`config.mk`:
```
export PLATFORM = sky130hd
export DESIGN_NAME = rk4_damped_motion_step_unit
export DESIGN_NICKNAME = d
export VERILOG_FILES = /design/src/design/rdm_pkg.sv /design/src/design/rdm_mul.sv /design/src/design/rdm_div3.sv /design/src/design/rk4_damped_motion_step_unit.sv
export SDC_FILE = /design/constraint.sdc
export NUM_CORES = 2
export LEC_CHECK = 0
export BUFFER_PORTS_ARGS = -buffer_cell sky130_fd_sc_hd__buf_2
export CAP_MARGIN = 20
export CORE_UTILIZATION = 60
export DETAILED_ROUTE_END_ITERATION = 10
export GPL_TIMING_DRIVEN = 0
export PLACE_DENSITY = 0.85
export SYNTH_ARGS = -nofsm -noshare
export SYNTH_HDL_FRONTEND = slang
export SYNTH_SLANG_ARGS = --single-unit
```
`constraint.sdc`:
```
create_clock -name clk_i -period 18.9 [get_ports clk_i]
set_clock_uncertainty 0.2 [all_clocks]
set_input_delay 0 -clock clk_i [delete_from_list [all_inputs] [get_ports clk_i]]
set_output_delay 0 -clock clk_i [all_outputs]
set_load 0.005 [all_outputs]
```
`src/design/rdm_pkg.sv`:
```
`timescale 1ns / 1ps
`default_nettype none

package rdm_pkg;

  // Fraction bits of every fixed-point quantity.
  localparam int unsigned FRAC_BITS_DEF = 16;

  // Shared multiplier: signed operand A (a stage sum needs 35 bits), unsigned
  // 17-bit operand B, exact signed product.
  localparam int unsigned MUL_A_W = 35;
  localparam int unsigned MUL_B_W = 17;
  localparam int unsigned MUL_P_W = MUL_A_W + MUL_B_W + 1;

  // Digit width of the serial divide-by-three.
  localparam int unsigned DIV_DIGIT_W = 8;

  typedef struct packed {
    logic start;     // launch one product
    logic div_mode;  // 1: magnitude prepared for the divide by 6*2^F
  } mul_req_t;

endpackage

`default_nettype wire

```
`src/design/rdm_mul.sv`:
```
`timescale 1ns / 1ps
`default_nettype none

module rdm_mul #(
  parameter int unsigned FRAC_BITS = rdm_pkg::FRAC_BITS_DEF
) (
  input  logic                                           clk_i,
  input  logic                                           rst_ni,
  input  rdm_pkg::mul_req_t                              req_i,
  input  logic signed [rdm_pkg::MUL_A_W-1:0]             a_i,
  input  logic        [rdm_pkg::MUL_B_W-1:0]             b_i,
  output logic signed [rdm_pkg::MUL_P_W-FRAC_BITS-1:0]   res_o,
  output logic                                           neg_o,
  output logic                                           done_o
);
  import rdm_pkg::*;

  localparam int unsigned RES_W = MUL_P_W - FRAC_BITS;

  localparam logic signed [MUL_P_W-1:0] HALF_LSB = MUL_P_W'(1) <<< (FRAC_BITS - 1);
  localparam logic        [MUL_P_W-1:0] DIV_BIAS = MUL_P_W'(3) << FRAC_BITS;

  logic signed [MUL_P_W-1:0] prod_q;
  logic                      div_mode_q;
  logic                      stage1_q;
  logic signed [RES_W-1:0]   res_q;
  logic                      neg_q;
  logic                      done_q;

  logic signed [MUL_P_W-1:0] bias;
  logic signed [MUL_P_W-1:0] rnd;
  logic        [MUL_P_W-1:0] mag;
  logic        [MUL_P_W-1:0] quo6;

  // Round to nearest, ties away from zero; or fold the magnitude for /(6*2^F).
  always_comb begin
    bias = HALF_LSB - (prod_q[MUL_P_W-1] ? MUL_P_W'(1) : MUL_P_W'(0));
    rnd  = (prod_q + bias) >>> FRAC_BITS;
    mag  = prod_q[MUL_P_W-1] ? MUL_P_W'(-prod_q) : MUL_P_W'(prod_q);
    quo6 = (mag + DIV_BIAS) >> (FRAC_BITS + 1);
  end

  always_ff @(posedge clk_i or negedge rst_ni) begin
    if (!rst_ni) begin
      stage1_q <= 1'b0;
      done_q   <= 1'b0;
    end else begin
      stage1_q <= req_i.start;
      done_q   <= stage1_q;
    end
  end

  always_ff @(posedge clk_i) begin
    if (req_i.start) begin
      prod_q     <= a_i * $signed({1'b0, b_i});
      div_mode_q <= req_i.div_mode;
    end
    if (stage1_q) begin
      res_q <= div_mode_q ? $signed(quo6[RES_W-1:0]) : rnd[RES_W-1:0];
      neg_q <= prod_q[MUL_P_W-1];
    end
  end

  assign res_o  = res_q;
  assign neg_o  = neg_q;
  assign done_o = done_q;

endmodule

`default_nettype wire

```
`src/design/rdm_div3.sv`:
```
`timescale 1ns / 1ps
`default_nettype none

module rdm_div3 #(
  parameter int unsigned IN_W = 35
) (
  input  logic                clk_i,
  input  logic                rst_ni,
  input  logic                start_i,
  input  logic [IN_W-1:0]     dividend_i,
  output logic [((IN_W + rdm_pkg::DIV_DIGIT_W - 1) / rdm_pkg::DIV_DIGIT_W)
                * rdm_pkg::DIV_DIGIT_W - 1:0] quo_o,
  output logic                done_o
);
  import rdm_pkg::*;

  localparam int unsigned NDIG  = (IN_W + DIV_DIGIT_W - 1) / DIV_DIGIT_W;
  localparam int unsigned PAD_W = NDIG * DIV_DIGIT_W;
  localparam int unsigned CNT_W = $clog2(NDIG + 1);
  localparam int unsigned VAL_W = DIV_DIGIT_W + 2;
  // floor(v * 683 / 2048) equals floor(v / 3) for every v below 3 * 2^8.
  localparam logic [VAL_W-1:0] RECIP3 = VAL_W'(683);

  logic [PAD_W-1:0] work_q;
  logic [PAD_W-1:0] quo_q;
  logic [1:0]       rem_q;
  logic [CNT_W-1:0] cnt_q;
  logic             done_q;

  logic [VAL_W-1:0]       val;
  logic [2*VAL_W-1:0]     prod;
  logic [DIV_DIGIT_W-1:0] qdig;
  logic [VAL_W-1:0]       rem_full;

  always_comb begin
    val      = {rem_q, work_q[PAD_W-1 -: DIV_DIGIT_W]};
    prod     = val * RECIP3;
    qdig     = prod[11 +: DIV_DIGIT_W];
    rem_full = val - {1'b0, qdig, 1'b0} - {2'b00, qdig};
  end

  always_ff @(posedge clk_i or negedge rst_ni) begin
    if (!rst_ni) begin
      cnt_q  <= '0;
      done_q <= 1'b0;
    end else begin
      done_q <= 1'b0;
      if (start_i) begin
        cnt_q <= CNT_W'(NDIG);
      end else if (cnt_q != '0) begin
        cnt_q <= cnt_q - CNT_W'(1);
        if (cnt_q == CNT_W'(1)) begin
          done_q <= 1'b1;
        end
      end
    end
  end

  // One digit per cycle, most significant first.
  always_ff @(posedge clk_i) begin
    if (start_i) begin
      work_q <= PAD_W'(dividend_i);
      rem_q  <= 2'b00;
    end else if (cnt_q != '0) begin
      work_q <= work_q << DIV_DIGIT_W;
      quo_q  <= {quo_q[PAD_W-DIV_DIGIT_W-1:0], qdig};
      rem_q  <= rem_full[1:0];
    end
  end

  assign quo_o  = quo_q;
  assign done_o = done_q;

endmodule

`default_nettype wire

```
`src/design/rk4_damped_motion_step_unit.sv`:
```
`timescale 1ns / 1ps
`default_nettype none
// Divider digits per increment: D = ceil((51 - FRAC_BITS) / 8). A stage skips the drag
//   product when its axis is commanded or resting.
// Throughput: one item at a time; the shared multiplier and the serial divide-by-three
//   set it. Input is taken again once the result is in the output slot.
// Reset: position and velocity clear to zero, registers take their power-on defaults.
module rk4_damped_motion_step_unit #(
  parameter int unsigned FRAC_BITS = rdm_pkg::FRAC_BITS_DEF
) (
  input  logic         clk_i,
  input  logic         rst_ni,
  // Configuration writes
  input  logic         cfg_we_i,
  input  logic [1:0]   cfg_addr_i,
  input  logic [30:0]  cfg_wdata_i,
  // Input items
  input  logic         s_axis_tvalid,
  output logic         s_axis_tready,
  input  logic [63:0]  s_axis_tdata,   // [31:0] accel_x, [63:32] accel_y
  // Result items
  output logic         m_axis_tvalid,
  input  logic         m_axis_tready,
  output logic [127:0] m_axis_tdata    // [31:0] pos_x, [63:32] pos_y,
                                       // [95:64] vel_x, [127:96] vel_y
);
  import rdm_pkg::*;

  // Register indexes on the configuration port.
  localparam logic [1:0] CFG_TIME_STEP = 2'd0;
  localparam logic [1:0] CFG_REST_THR  = 2'd1;
  localparam logic [1:0] CFG_DRAG_X    = 2'd2;
  localparam logic [1:0] CFG_DRAG_Y    = 2'd3;

  localparam logic [16:0] TIME_STEP_RST = 17'd1092;
  localparam logic [30:0] REST_THR_RST  = 31'd327680;
  localparam logic [16:0] DRAG_X_RST    = 17'd64225;
  localparam logic [16:0] DRAG_Y_RST    = 17'd52429;

  // Widths that follow from the fraction bits.
  localparam int unsigned RES_W  = MUL_P_W - FRAC_BITS;      // rounded product
  localparam int unsigned QIN_W  = MUL_P_W - 2 - FRAC_BITS;  // dividend of the /3
  localparam int unsigned NDIG   = (QIN_W + DIV_DIGIT_W - 1) / DIV_DIGIT_W;
  localparam int unsigned QUO_W  = NDIG * DIV_DIGIT_W;
  localparam int unsigned XW_A   = (RES_W + 1 > 33) ? RES_W + 1 : 33;
  localparam int unsigned XW     = (QUO_W + 2 > XW_A) ? QUO_W + 2 : XW_A;
  localparam int unsigned ACC_W  = MUL_A_W;

  localparam logic signed [XW-1:0] SAT_MAX = XW'(32'sh7FFF_FFFF);
  localparam logic signed [XW-1:0] SAT_MIN = XW'($signed(32'h8000_0000));

  typedef enum logic [3:0] {
    ST_IDLE,
    ST_BEGIN,   // start a stage: velocity product or plain velocity
    ST_VEL,     // stage velocity from the product
    ST_REST,    // rest rule and drag product
    ST_DRAG,    // drag acceleration from the product
    ST_ACC,     // weight and sum the stage
    ST_FINP,    // position increment product ready, start the divider
    ST_UPDP,    // position update
    ST_FINV,    // velocity increment product ready, start the divider
    ST_UPDV,    // velocity update, next axis
    ST_DONE     // hand the result to the output slot
  } state_e;

  function automatic logic signed [31:0] sat32(input logic signed [XW-1:0] x);
    logic signed [31:0] r;
    if (x > SAT_MAX) begin
      r = 32'sh7FFF_FFFF;
    end else if (x < SAT_MIN) begin
      r = $signed(32'h8000_0000);
    end else begin
      r = x[31:0];
    end
    return r;
  endfunction

  // Configuration
  logic [16:0] time_step_q;
  logic [30:0] rest_threshold_q;
  logic [16:0] drag_factor_x_q;
  logic [16:0] drag_factor_y_q;

  // Architectural state
  logic signed [31:0] pos_x_q, pos_y_q, vel_x_q, vel_y_q;

  // Sequencer and working registers
  state_e                    state_q;
  logic                      axis_q;
  logic [1:0]                k_q;
  logic signed [31:0]        cmd_x_q, cmd_y_q;
  logic signed [31:0]        v_q;
  logic signed [31:0]        a_q;
  logic signed [ACC_W-1:0]   sx_q, sv_q;
  logic signed [MUL_A_W-1:0] op_a_q;
  logic [MUL_B_W-1:0]        op_b_q;
  mul_req_t                  mreq_q;
  logic                      div_start_q;
  logic                      neg_q;
  logic                      out_valid_q;
  logic [127:0]              out_data_q;

  // Shared units
  logic signed [RES_W-1:0] mul_res;
  logic                    mul_neg;
  logic                    mul_done;
  logic [QUO_W-1:0]        div_quo;
  logic                    div_done;

  rdm_mul #(
    .FRAC_BITS (FRAC_BITS)
  ) u_mul (
    .clk_i  (clk_i),
    .rst_ni (rst_ni),
    .req_i  (mreq_q),
    .a_i    (op_a_q),
    .b_i    (op_b_q),
    .res_o  (mul_res),
    .neg_o  (mul_neg),
    .done_o (mul_done)
  );

  rdm_div3 #(
    .IN_W (QIN_W)
  ) u_div3 (
    .clk_i      (clk_i),
    .rst_ni     (rst_ni),
    .start_i    (div_start_q),
    .dividend_i (mul_res[QIN_W-1:0]),
    .quo_o      (div_quo),
    .done_o     (div_done)
  );

  // Per-axis view of the state
  logic signed [31:0]      cur_vel, cur_pos, cur_cmd;
  logic [16:0]             cur_drag;
  logic [16:0]             half_step;
  logic                    at_rest;
  logic                    dbl;
  logic signed [ACC_W-1:0] sx_d, sv_d;
  logic signed [32:0]      thr_s, v_ext;
  logic signed [XW-1:0]    quo_s, upd_pos, upd_vel;
  logic                    s_acc;

  always_comb begin
    cur_vel   = axis_q ? vel_y_q : vel_x_q;
    cur_pos   = axis_q ? pos_y_q : pos_x_q;
    cur_cmd   = axis_q ? cmd_y_q : cmd_x_q;
    cur_drag  = axis_q ? drag_factor_y_q : drag_factor_x_q;
    half_step = time_step_q >> 1;

    // Strictly inside the band around zero.
    thr_s   = $signed({2'b00, rest_threshold_q});
    v_ext   = 33'(v_q);
    at_rest = (v_ext < thr_s) && (v_ext > -thr_s);

    // Weights 1, 2, 2, 1.
    dbl  = (k_q == 2'd1) || (k_q == 2'd2);
    sx_d = sx_q + (dbl ? (ACC_W'(v_q) <<< 1) : ACC_W'(v_q));
    sv_d = sv_q + (dbl ? (ACC_W'(a_q) <<< 1) : ACC_W'(a_q));

    quo_s   = $signed(XW'(div_quo));
    upd_pos = XW'(cur_pos) + (neg_q ? -quo_s : quo_s);
    upd_vel = XW'(cur_vel) + (neg_q ? -quo_s : quo_s);
  end

  assign s_axis_tready = (state_q == ST_IDLE);
  assign s_acc         = s_axis_tvalid && s_axis_tready;

  // Configuration registers
  always_ff @(posedge clk_i or negedge rst_ni) begin
    if (!rst_ni) begin
      time_step_q      <= TIME_STEP_RST;
      rest_threshold_q <= REST_THR_RST;
      drag_factor_x_q  <= DRAG_X_RST;
      drag_factor_y_q  <= DRAG_Y_RST;
    end else if (cfg_we_i) begin
      case (cfg_addr_i)
        CFG_TIME_STEP: time_step_q      <= cfg_wdata_i[16:0];
        CFG_REST_THR:  rest_threshold_q <= cfg_wdata_i;
        CFG_DRAG_X:    drag_factor_x_q  <= cfg_wdata_i[16:0];
        CFG_DRAG_Y:    drag_factor_y_q  <= cfg_wdata_i[16:0];
        default:       ;
      endcase
    end
  end

  // Sequencer: four stages per axis, then the two increments, x before y.
  always_ff @(posedge clk_i or negedge rst_ni) begin
    if (!rst_ni) begin
      state_q     <= ST_IDLE;
      axis_q      <= 1'b0;
      k_q         <= 2'd0;
      mreq_q      <= '0;
      div_start_q <= 1'b0;
      out_valid_q <= 1'b0;
      pos_x_q     <= '0;
      pos_y_q     <= '0;
      vel_x_q     <= '0;
      vel_y_q     <= '0;
    end else begin
      mreq_q      <= '0;
      div_start_q <= 1'b0;
      if (out_valid_q && m_axis_tready) begin
        out_valid_q <= 1'b0;
      end

      case (state_q)
        ST_IDLE: begin
          if (s_acc) begin
            cmd_x_q <= $signed(s_axis_tdata[31:0]);
            cmd_y_q <= $signed(s_axis_tdata[63:32]);
            axis_q  <= 1'b0;
            k_q     <= 2'd0;
            sx_q    <= '0;
            sv_q    <= '0;
            a_q     <= '0;
            state_q <= ST_BEGIN;
          end
        end

        ST_BEGIN: begin
          if (k_q == 2'd0) begin
            // First stage sees the stored velocity unchanged.
            v_q     <= cur_vel;
            state_q <= ST_REST;
          end else begin
            op_a_q          <= MUL_A_W'(a_q);
            op_b_q          <= (k_q == 2'd3) ? time_step_q : half_step;
            mreq_q.start    <= 1'b1;
            mreq_q.div_mode <= 1'b0;
            state_q         <= ST_VEL;
          end
        end

        ST_VEL: begin
          if (mul_done) begin
            v_q     <= sat32(XW'(cur_vel) + XW'(mul_res));
            state_q <= ST_REST;
          end
        end

        ST_REST: begin
          if (cur_cmd == '0) begin
            if (at_rest) begin
              v_q     <= '0;
              a_q     <= '0;
              state_q <= ST_ACC;
            end else begin
              op_a_q          <= MUL_A_W'(v_q);
              op_b_q          <= cur_drag;
              mreq_q.start    <= 1'b1;
              mreq_q.div_mode <= 1'b0;
              state_q         <= ST_DRAG;
            end
          end else begin
            a_q     <= cur_cmd;
            state_q <= ST_ACC;
          end
        end

        ST_DRAG: begin
          if (mul_done) begin
            a_q     <= sat32(-XW'(mul_res));
            state_q <= ST_ACC;
          end
        end

        ST_ACC: begin
          sx_q <= sx_d;
          sv_q <= sv_d;
          if (k_q == 2'd3) begin
            // Position increment: S * dt / (6 * 2^F).
            op_a_q          <= sx_d;
            op_b_q          <= time_step_q;
            mreq_q.start    <= 1'b1;
            mreq_q.div_mode <= 1'b1;
            state_q         <= ST_FINP;
          end else begin
            k_q     <= k_q + 2'd1;
            state_q <= ST_BEGIN;
          end
        end

        ST_FINP: begin
          if (mul_done) begin
            neg_q       <= mul_neg;
            div_start_q <= 1'b1;
            state_q     <= ST_UPDP;
          end
        end

        ST_UPDP: begin
          if (div_done) begin
            if (axis_q) begin
              pos_y_q <= sat32(upd_pos);
            end else begin
              pos_x_q <= sat32(upd_pos);
            end
            op_a_q          <= sv_q;
            op_b_q          <= time_step_q;
            mreq_q.start    <= 1'b1;
            mreq_q.div_mode <= 1'b1;
            state_q         <= ST_FINV;
          end
        end

        ST_FINV: begin
          if (mul_done) begin
            neg_q       <= mul_neg;
            div_start_q <= 1'b1;
            state_q     <= ST_UPDV;
          end
        end

        ST_UPDV: begin
          if (div_done) begin
            if (axis_q) begin
              vel_y_q <= sat32(upd_vel);
              state_q <= ST_DONE;
            end else begin
              vel_x_q <= sat32(upd_vel);
              axis_q  <= 1'b1;
              k_q     <= 2'd0;
              sx_q    <= '0;
              sv_q    <= '0;
              a_q     <= '0;
              state_q <= ST_BEGIN;
            end
          end
        end

        ST_DONE: begin
          // Hold until the output slot is free.
          if (!out_valid_q || m_axis_tready) begin
            out_data_q  <= {vel_y_q, vel_x_q, pos_y_q, pos_x_q};
            out_valid_q <= 1'b1;
            state_q     <= ST_IDLE;
          end
        end

        default: begin
          state_q <= ST_IDLE;
        end
      endcase
    end
  end

  assign m_axis_tvalid = out_valid_q;
  assign m_axis_tdata  = out_data_q;

  // A product only completes while a stage or increment waits for it.
  a_mul_done_busy : assert property (@(posedge clk_i) disable iff (!rst_ni)
    (state_q == ST_IDLE) |-> !mul_done)
    else $error("multiplier result arrived while idle");

  // The divider finishes only during an update step.
  a_div_done_upd : assert property (@(posedge clk_i) disable iff (!rst_ni)
    div_done |-> (state_q == ST_UPDP || state_q == ST_UPDV))
    else $error("divider result arrived outside an update step");

  // Leaving the final state always fills the output slot and frees the input.
  a_out_load : assert property (@(posedge clk_i) disable iff (!rst_ni)
    (state_q == ST_DONE && (!m_axis_tvalid || m_axis_tready))
      |=> (m_axis_tvalid && state_q == ST_IDLE))
    else $error("result not loaded into the output slot");

endmodule

`default_nettype wire

```
After elaboration in Yosys (flattened, before gate mapping). Index checks and enable logic that the tools add are counted.

Equal/unequal tests: 34. Order comparisons: 10. Reductions and logical operators: 37. Mux-type cells: 87. Bitwise logic cells: 2. Multipliers: 2. Add/subtract/negate cells: 16.

Operators by type and width (count): 2-to-1 mux 32 bit (22); 2-to-1 mux 35 bit (10); case mux 35 bit (3 select lines) (2); case mux 35 bit (4 select lines) (1); case mux 32 bit (4 select lines) (1); greater-than comparator 42 x 32 -> 1 bit (second input constant) (3); less-than comparator 42 x 32 -> 1 bit (second input constant) (3); 2-to-1 mux 17 bit (7); case mux 32 bit (3 select lines) (1); adder 32 x 42 -> 42 bit (2); adder 35 x 33 -> 35 bit (2); case mux 17 bit (4 select lines) (1); adder 53 x 18 -> 53 bit (second input constant) (1); adder 53 bit (1); multiplier 35 x 18 -> 53 bit (1); 2-to-1 mux 53 bit (1); negation 53 bit (1); subtractor 17 x 53 -> 53 bit (first input constant) (1); case mux 4 bit (11 select lines) (1); 2-to-1 mux 42 bit (1); negation 37 -> 42 bit (1); negation 40 -> 42 bit (1); 2-to-1 mux 4 bit (10); adder 32 x 37 -> 38 bit (1); 43 further kinds (112).

Bits in registers: 780. Input port bits: 102. Word-level logic and storage cells: 226.

Depth between registers and ports, before layout.
Word-level depth: 7. Depth in mapped cells: 27.

Hierarchy. Synthesis repeated with hierarchy kept, for this count alone.

Cells, all modules: 7112. Area, all modules: 70720.3 um^2.

Modules (own cells, without submodules): rk4_damped_motion_step_unit (times used 1, cells each 3779, area an instance 39211.4 um^2, sequential area each 16941.2 um^2); rdm_mul (times used 1, cells each 2977, area an instance 26615.5 um^2, sequential area each 2812.7 um^2); rdm_div3 (times used 1, cells each 356, area an instance 4893.4 um^2, sequential area each 2492.4 um^2).

Worst setup path after synthesis. OpenSTA, ideal clock, no wires.

Path type: reg-to-reg. Start point: register state_q[3]. End point: register out_data_q[0] (netlist: m_axis_tdata[0]) (enable). Period minus slack after synthesis: 14.171 ns. Stages on the path, launching flop included: 5. Required time: 17.771 ns. Library setup time: 0.929 ns. Data arrival time: 13.042 ns. Path slack: 4.729 ns. Buffers on the path: 2. Cell sequence: dfrtp_1 clkbuf_1 clkbuf_1 nand2_1 nor4_1.

Longest elaborated chain between the ends: 2.

Ends and longest elaborated chain: start: declaration (line rk4_damped_motion_step_unit.sv:88) `state_e state_q;`; start signal: assignment (line rk4_damped_motion_step_unit.sv:191) `state_q <= ST_IDLE;`; start signal: assignment (line rk4_damped_motion_step_unit.sv:218) `state_q <= ST_BEGIN;`; start signal: assignment (line rk4_damped_motion_step_unit.sv:226) `state_q <= ST_REST;`; == test 4 bit (line rk4_damped_motion_step_unit.sv:208) `case (state_q)`; AND reduction 3 bit (no source line); end signal: assignment (line rk4_damped_motion_step_unit.sv:336) `out_data_q <= {vel_y_q, vel_x_q, pos_y_q, pos_x_q};`; end: declaration (line rk4_damped_motion_step_unit.sv:101) `logic [127:0] out_data_q;`.

No other way between the ends. A chain may end at the register's enable or synchronous reset.

Worst setup path in the final report.
Start point: register axis_q. End point: register pos_x_q[22].

Longest elaborated chain between the ends: 5. Elaborated cells on any way between the ends: 8. Classes of those cells: add/sub (1); order compare (2); mux (3); bitwise (1); reduce/logical (1).

Ends and longest elaborated chain: start: declaration (line rk4_damped_motion_step_unit.sv:89) `logic axis_q;`; start signal: assignment (line rk4_damped_motion_step_unit.sv:192) `axis_q <= 1'b0;`; start signal: assignment (line rk4_damped_motion_step_unit.sv:213) `axis_q <= 1'b0;`; start signal: assignment (line rk4_damped_motion_step_unit.sv:323) `axis_q <= 1'b1;`; 2-to-1 mux 32 bit (line rk4_damped_motion_step_unit.sv:147) `cur_pos = axis_q ? pos_y_q : pos_x_q;`; adder 32 x 42 -> 42 bit (line rk4_damped_motion_step_unit.sv:163) `upd_pos = XW'(cur_pos) + (neg_q ? -quo_s : quo_s);`; less-than comparator 42 x 32 -> 1 bit (line rk4_damped_motion_step_unit.sv:70) `end else if (x < SAT_MIN) begin`; 2-to-1 mux 32 bit (line rk4_damped_motion_step_unit.sv:70); 2-to-1 mux 32 bit (line rk4_damped_motion_step_unit.sv:68) `if (x > SAT_MAX) begin`; end signal: assignment (line rk4_damped_motion_step_unit.sv:298) `pos_x_q <= sat32(upd_pos);`; end: declaration (line rk4_damped_motion_step_unit.sv:85) `logic signed [31:0] pos_x_q, pos_y_q, vel_x_q, vel_y_q;`.

Parallel ways exist; a longest one is shown, timed or not.

==> impl_metrics.py <==
metrics = {
    "yosys": {
        "synth_cell_types": 96,
        "netlist_area_um2": 71370,
        "yosysWarnings": 0,
        "synth_xor_area_share_pct": 4.921,
        "synth_edf_count": 546,
        "syn_nets": 8535,
        "ys.flop_type": "edfxtp_1",
        "ys_ff_latch": 780,
        "netlist_top_cells_area": "edfxtp_1 (23%), fa_1 (17%), ha_1 (9.5%), dfrtp_1 (7.1%), inv_1 (5.0%)",
        "syn_avg_cell_area_um2": 9.778,
        "syn_inst": 7299,
        "yosys.area_share.simple_pct": 13.57,
        "synth_compound_area_share_pct": 13.04,
        "synth_common_cells": "inv_1 (944), nand2_1 (788), fa_1 (592)",
        "yosysSeqAreaShare_pct": 31.17,
        "synth.largest_area_cell": "edfxtp_1",
        "synth_top_family_by_area": "adder cells",
        "synth_top_area_share_pct": 22.97,
        "yosysMostFrequentCell": "inv_1",
        "synthAdderAreaFrac_pct": 26.11,
        "async_reset_ff_share_pct": 29.10,
        "muxShareOfSynthArea_pct": 4.728,
    },
    "layout": {
        "final_util_pct": 67.93,
        "area_delta_synth_final_pct": 12.25,
        "drive_gt1_share_pct": 9.147,
        "final_nets": 9100,
    },
    "drt": {
        "antenna_left": 0,
        "drc_errors": 0,
        "drt_wl_total_um": 245000,
        "via_per_inst": 6.435,
        "via_count": 61050,
        "post_drt_wl_per_cell_um": 25.82,
        "drt-initial-drc-count": 7417,
        "drt-pass1-iter-count": 9,
    },
    "global_route": {
        "grt.overflow.total": 0,
        "grt_pass1_vias": 60900,
        "grt_max_degree": 88,
        "gr-usage-met2_pct": 62.83,
        "grt_pass1_wl_um": 366800,
        "grt_use_met3_pct": 11.08,
        "grt_most_used_layer": "met2",
        "use_met1_pct": 50.73,
        "antenna_found_initial": 14,
        "grt.total_usage_pct": 40.48,
    },
    "worst_setup_path": {
        "critPathMaxFanout": 10,
        "cp-start-kind": "flop",
        "max_stage_delay_ns": 0.89,
        "critPathRequiredTime_ns": 19.33,
        "arrival_ns": 10.43,
        "cp_num_buf_inv": 8,
        "path_cells": "clkbuf_1 -> buf_1 -> clkbuf_1 -> clkbuf_1 -> buf_8 -> clkbuf_1 -> buf_2 -> mux2i_1 -> fa_1 -> nand2b_1 -> a21oi_1 -> o2111ai_1 -> nand4_1 -> a21oi_1 -> mux2_2 -> or4_1 -> o31ai_2 -> nand3_2 -> buf_2 -> o21ai_0",
        "critPathSlowestCell": "buf_1",
        "critical-path-top-delay-family": "buffers and inverters",
        "critical_path.most_common_cell": "clkbuf_1",
        "critPathKind": "flop to flop",
        "endpoint_kind": "flop",
    },
    "clocking": {
        "clock_tree.root_cell": "clkbuf_16",
        "cts_made_buffers": 87,
        "cts_tree": "built",
        "clk_latency_ns": 0.73,
        "h-tree-depth": 3,
        "cts_resized": 0,
        "postCtsSetupBuffers": 0,
        "holdBufCountCts": 205,
        "clk_path_buf_depth": 3,
        "cts_sinks": 780,
        "clk_pin_slew_worst_paths_ns": 0.06,
    },
    "die": {
        "rows": 126,
        "die_area_um2": 120300,
        "core_um2": 117900,
        "die_w_um": 346.9,
        "die_h_um": 346.9,
        "initial_utilization_pct": 60.52,
        "io_pins": 232,
    },
    "sta": {
        "holdWs_ns": 0.2244,
        "worstMarginPinSlew_ns": 1.231,
        "fin_crit_sh_pct": 52.95,
        "layout_min_cycle_time_ns": 10.01,
        "rsz0062_at_grt": "no",
        "hold_viol_final": 0,
        "setup_violations": 0,
        "fmax_ghz": 0.09993,
        "slew-limit-headroom_pct": 17.28,
        "slew_violations": 0,
    },
    "min_path": {
        "min_path_type": "flop to flop",
    },
    "status": {
        "status": "finished clean",
    },
    "flow_run": {
        "maxCapViolCount": 0,
    },
    "place": {
        "dpl.hpwl_um": 185600,
        "port_buffers": 231,
        "gp_congestion": 1.045,
    },
}
cell families (layout without fill, tap and decap cells):
logic type                 Yosys count  in the layout
adders and majority gates         1134           1134
DFF                                780            780
buffers and inverters             1224           1862
AOI/OAI and AO/OA                 1445           1445
xor gates and xnor gates           401            401
other                                0             15
and+or+nand+nor                   2008           2008
muxes                              307            307
final timing paths:
kind	slack (ns)	start	to	cells past startpoint
worst max register to register	8.89	axis_q	pos_x_q[22]	20
min in group asynchronous	0.35	rst_ni	drag_factor_y_q[7]	3
worst min register to register	0.22	mreq_q[0]	u_mul.div_mode_q	0
worst max-delay path	8.89	axis_q	pos_x_q[22]	20
worst min-delay path	0.22	mreq_q[0]	u_mul.div_mode_q	0
max in group asynchronous	17.21	rst_ni	u_mul.stage1_q	5
per-stage QoR:
stage | TNS [ns] | setup WS (ns) | instances | instance area [um2]
floorplan | 0 | 4.729 | 7299 | 71370
global placement | -325.21 | -2.566 | 9066 | 74450
detailed placement | 0 | 9.369 | 9102 | 74970
CTS | 0 | 9.332 | 9469 | 80040
global route | 0 | 8.718 | 9477 | 80080
finish | 0 | 8.893 | 9488 | 80110
final cells by class:
class	count	area (um2)
timing repair buffer	476	3727
sequential	780	22250
multi-input combinational	5295	44570
inverter	947	3555
buffer	277	1054
antenna	15	37.54
clock buffer	108	2328
fill	8788	37810
tap	1536	1922
clock inverter	54	671.9
routing by layer:
metal,up-vias,wire length [um],share of wire [%]
met5,-,75,0.031
met4,10,17290,7.1
met3,1034,29720,12
met2,4126,109200,45
met1,29670,88690,36
li1,26220,-,-
layout by cell type (no fill, tap or decap), types with 40 or more instances in the layout:
master / instances
nand2_1: 788
and2_1: 278
clkbuf_1: 271
inv_1: 944
a31oi_1: 73
nand2b_1: 46
xor2_1: 101
nor4_1: 55
nand3_1: 90
xnor2_1: 300
dfrtp_1: 201
nand4_1: 57
nor2_1: 349
buf_2: 242
fa_1: 592
a21o_1: 148
mux2i_1: 69
dlygate4sd3_1: 204
ha_1: 542
nor2b_1: 40
or3_1: 47
clkbuf_16: 89
o21bai_1: 45
o21a_1: 40
a21oi_1: 362
nor3_1: 100
mux2_2: 237
edfxtp_1: 546
o21ai_0: 350
o22ai_1: 46
state kept, by name, indices dropped and copies added, names as in the netlist, 3 cells and up:
register and cells:
sx_q 35, u_mul.res_o 37, rest_threshold_q 31, u_div3.quo_o 40, u_div3.work_q 40, u_mul.prod_q 53, sv_q 35, u_div3.cnt_q 3
op_b_q 17, cmd_x_q 32, drag_factor_y_q 17, m_axis_tdata 128, drag_factor_x_q 17, vel_y_q 32, pos_y_q 32, v_q 32
pos_x_q 32, cmd_y_q 32, op_a_q 35, vel_x_q 32, state_q 4, time_step_q 17, a_q 32
worst reg2reg max path, delay by kind of cell (launching register included):
family / cells / cell delay, ns
compound gates: 5 / 2.09
fa+ha+maj: 1 / 0.26
buf+inv: 8 / 4.80
flops: 1 / 0.32
mux: 2 / 0.81
simple gates: 4 / 1.46
Power is not shown: default switching activity piles up to over one toggle a cycle in this logic, so the estimate is an artifact.
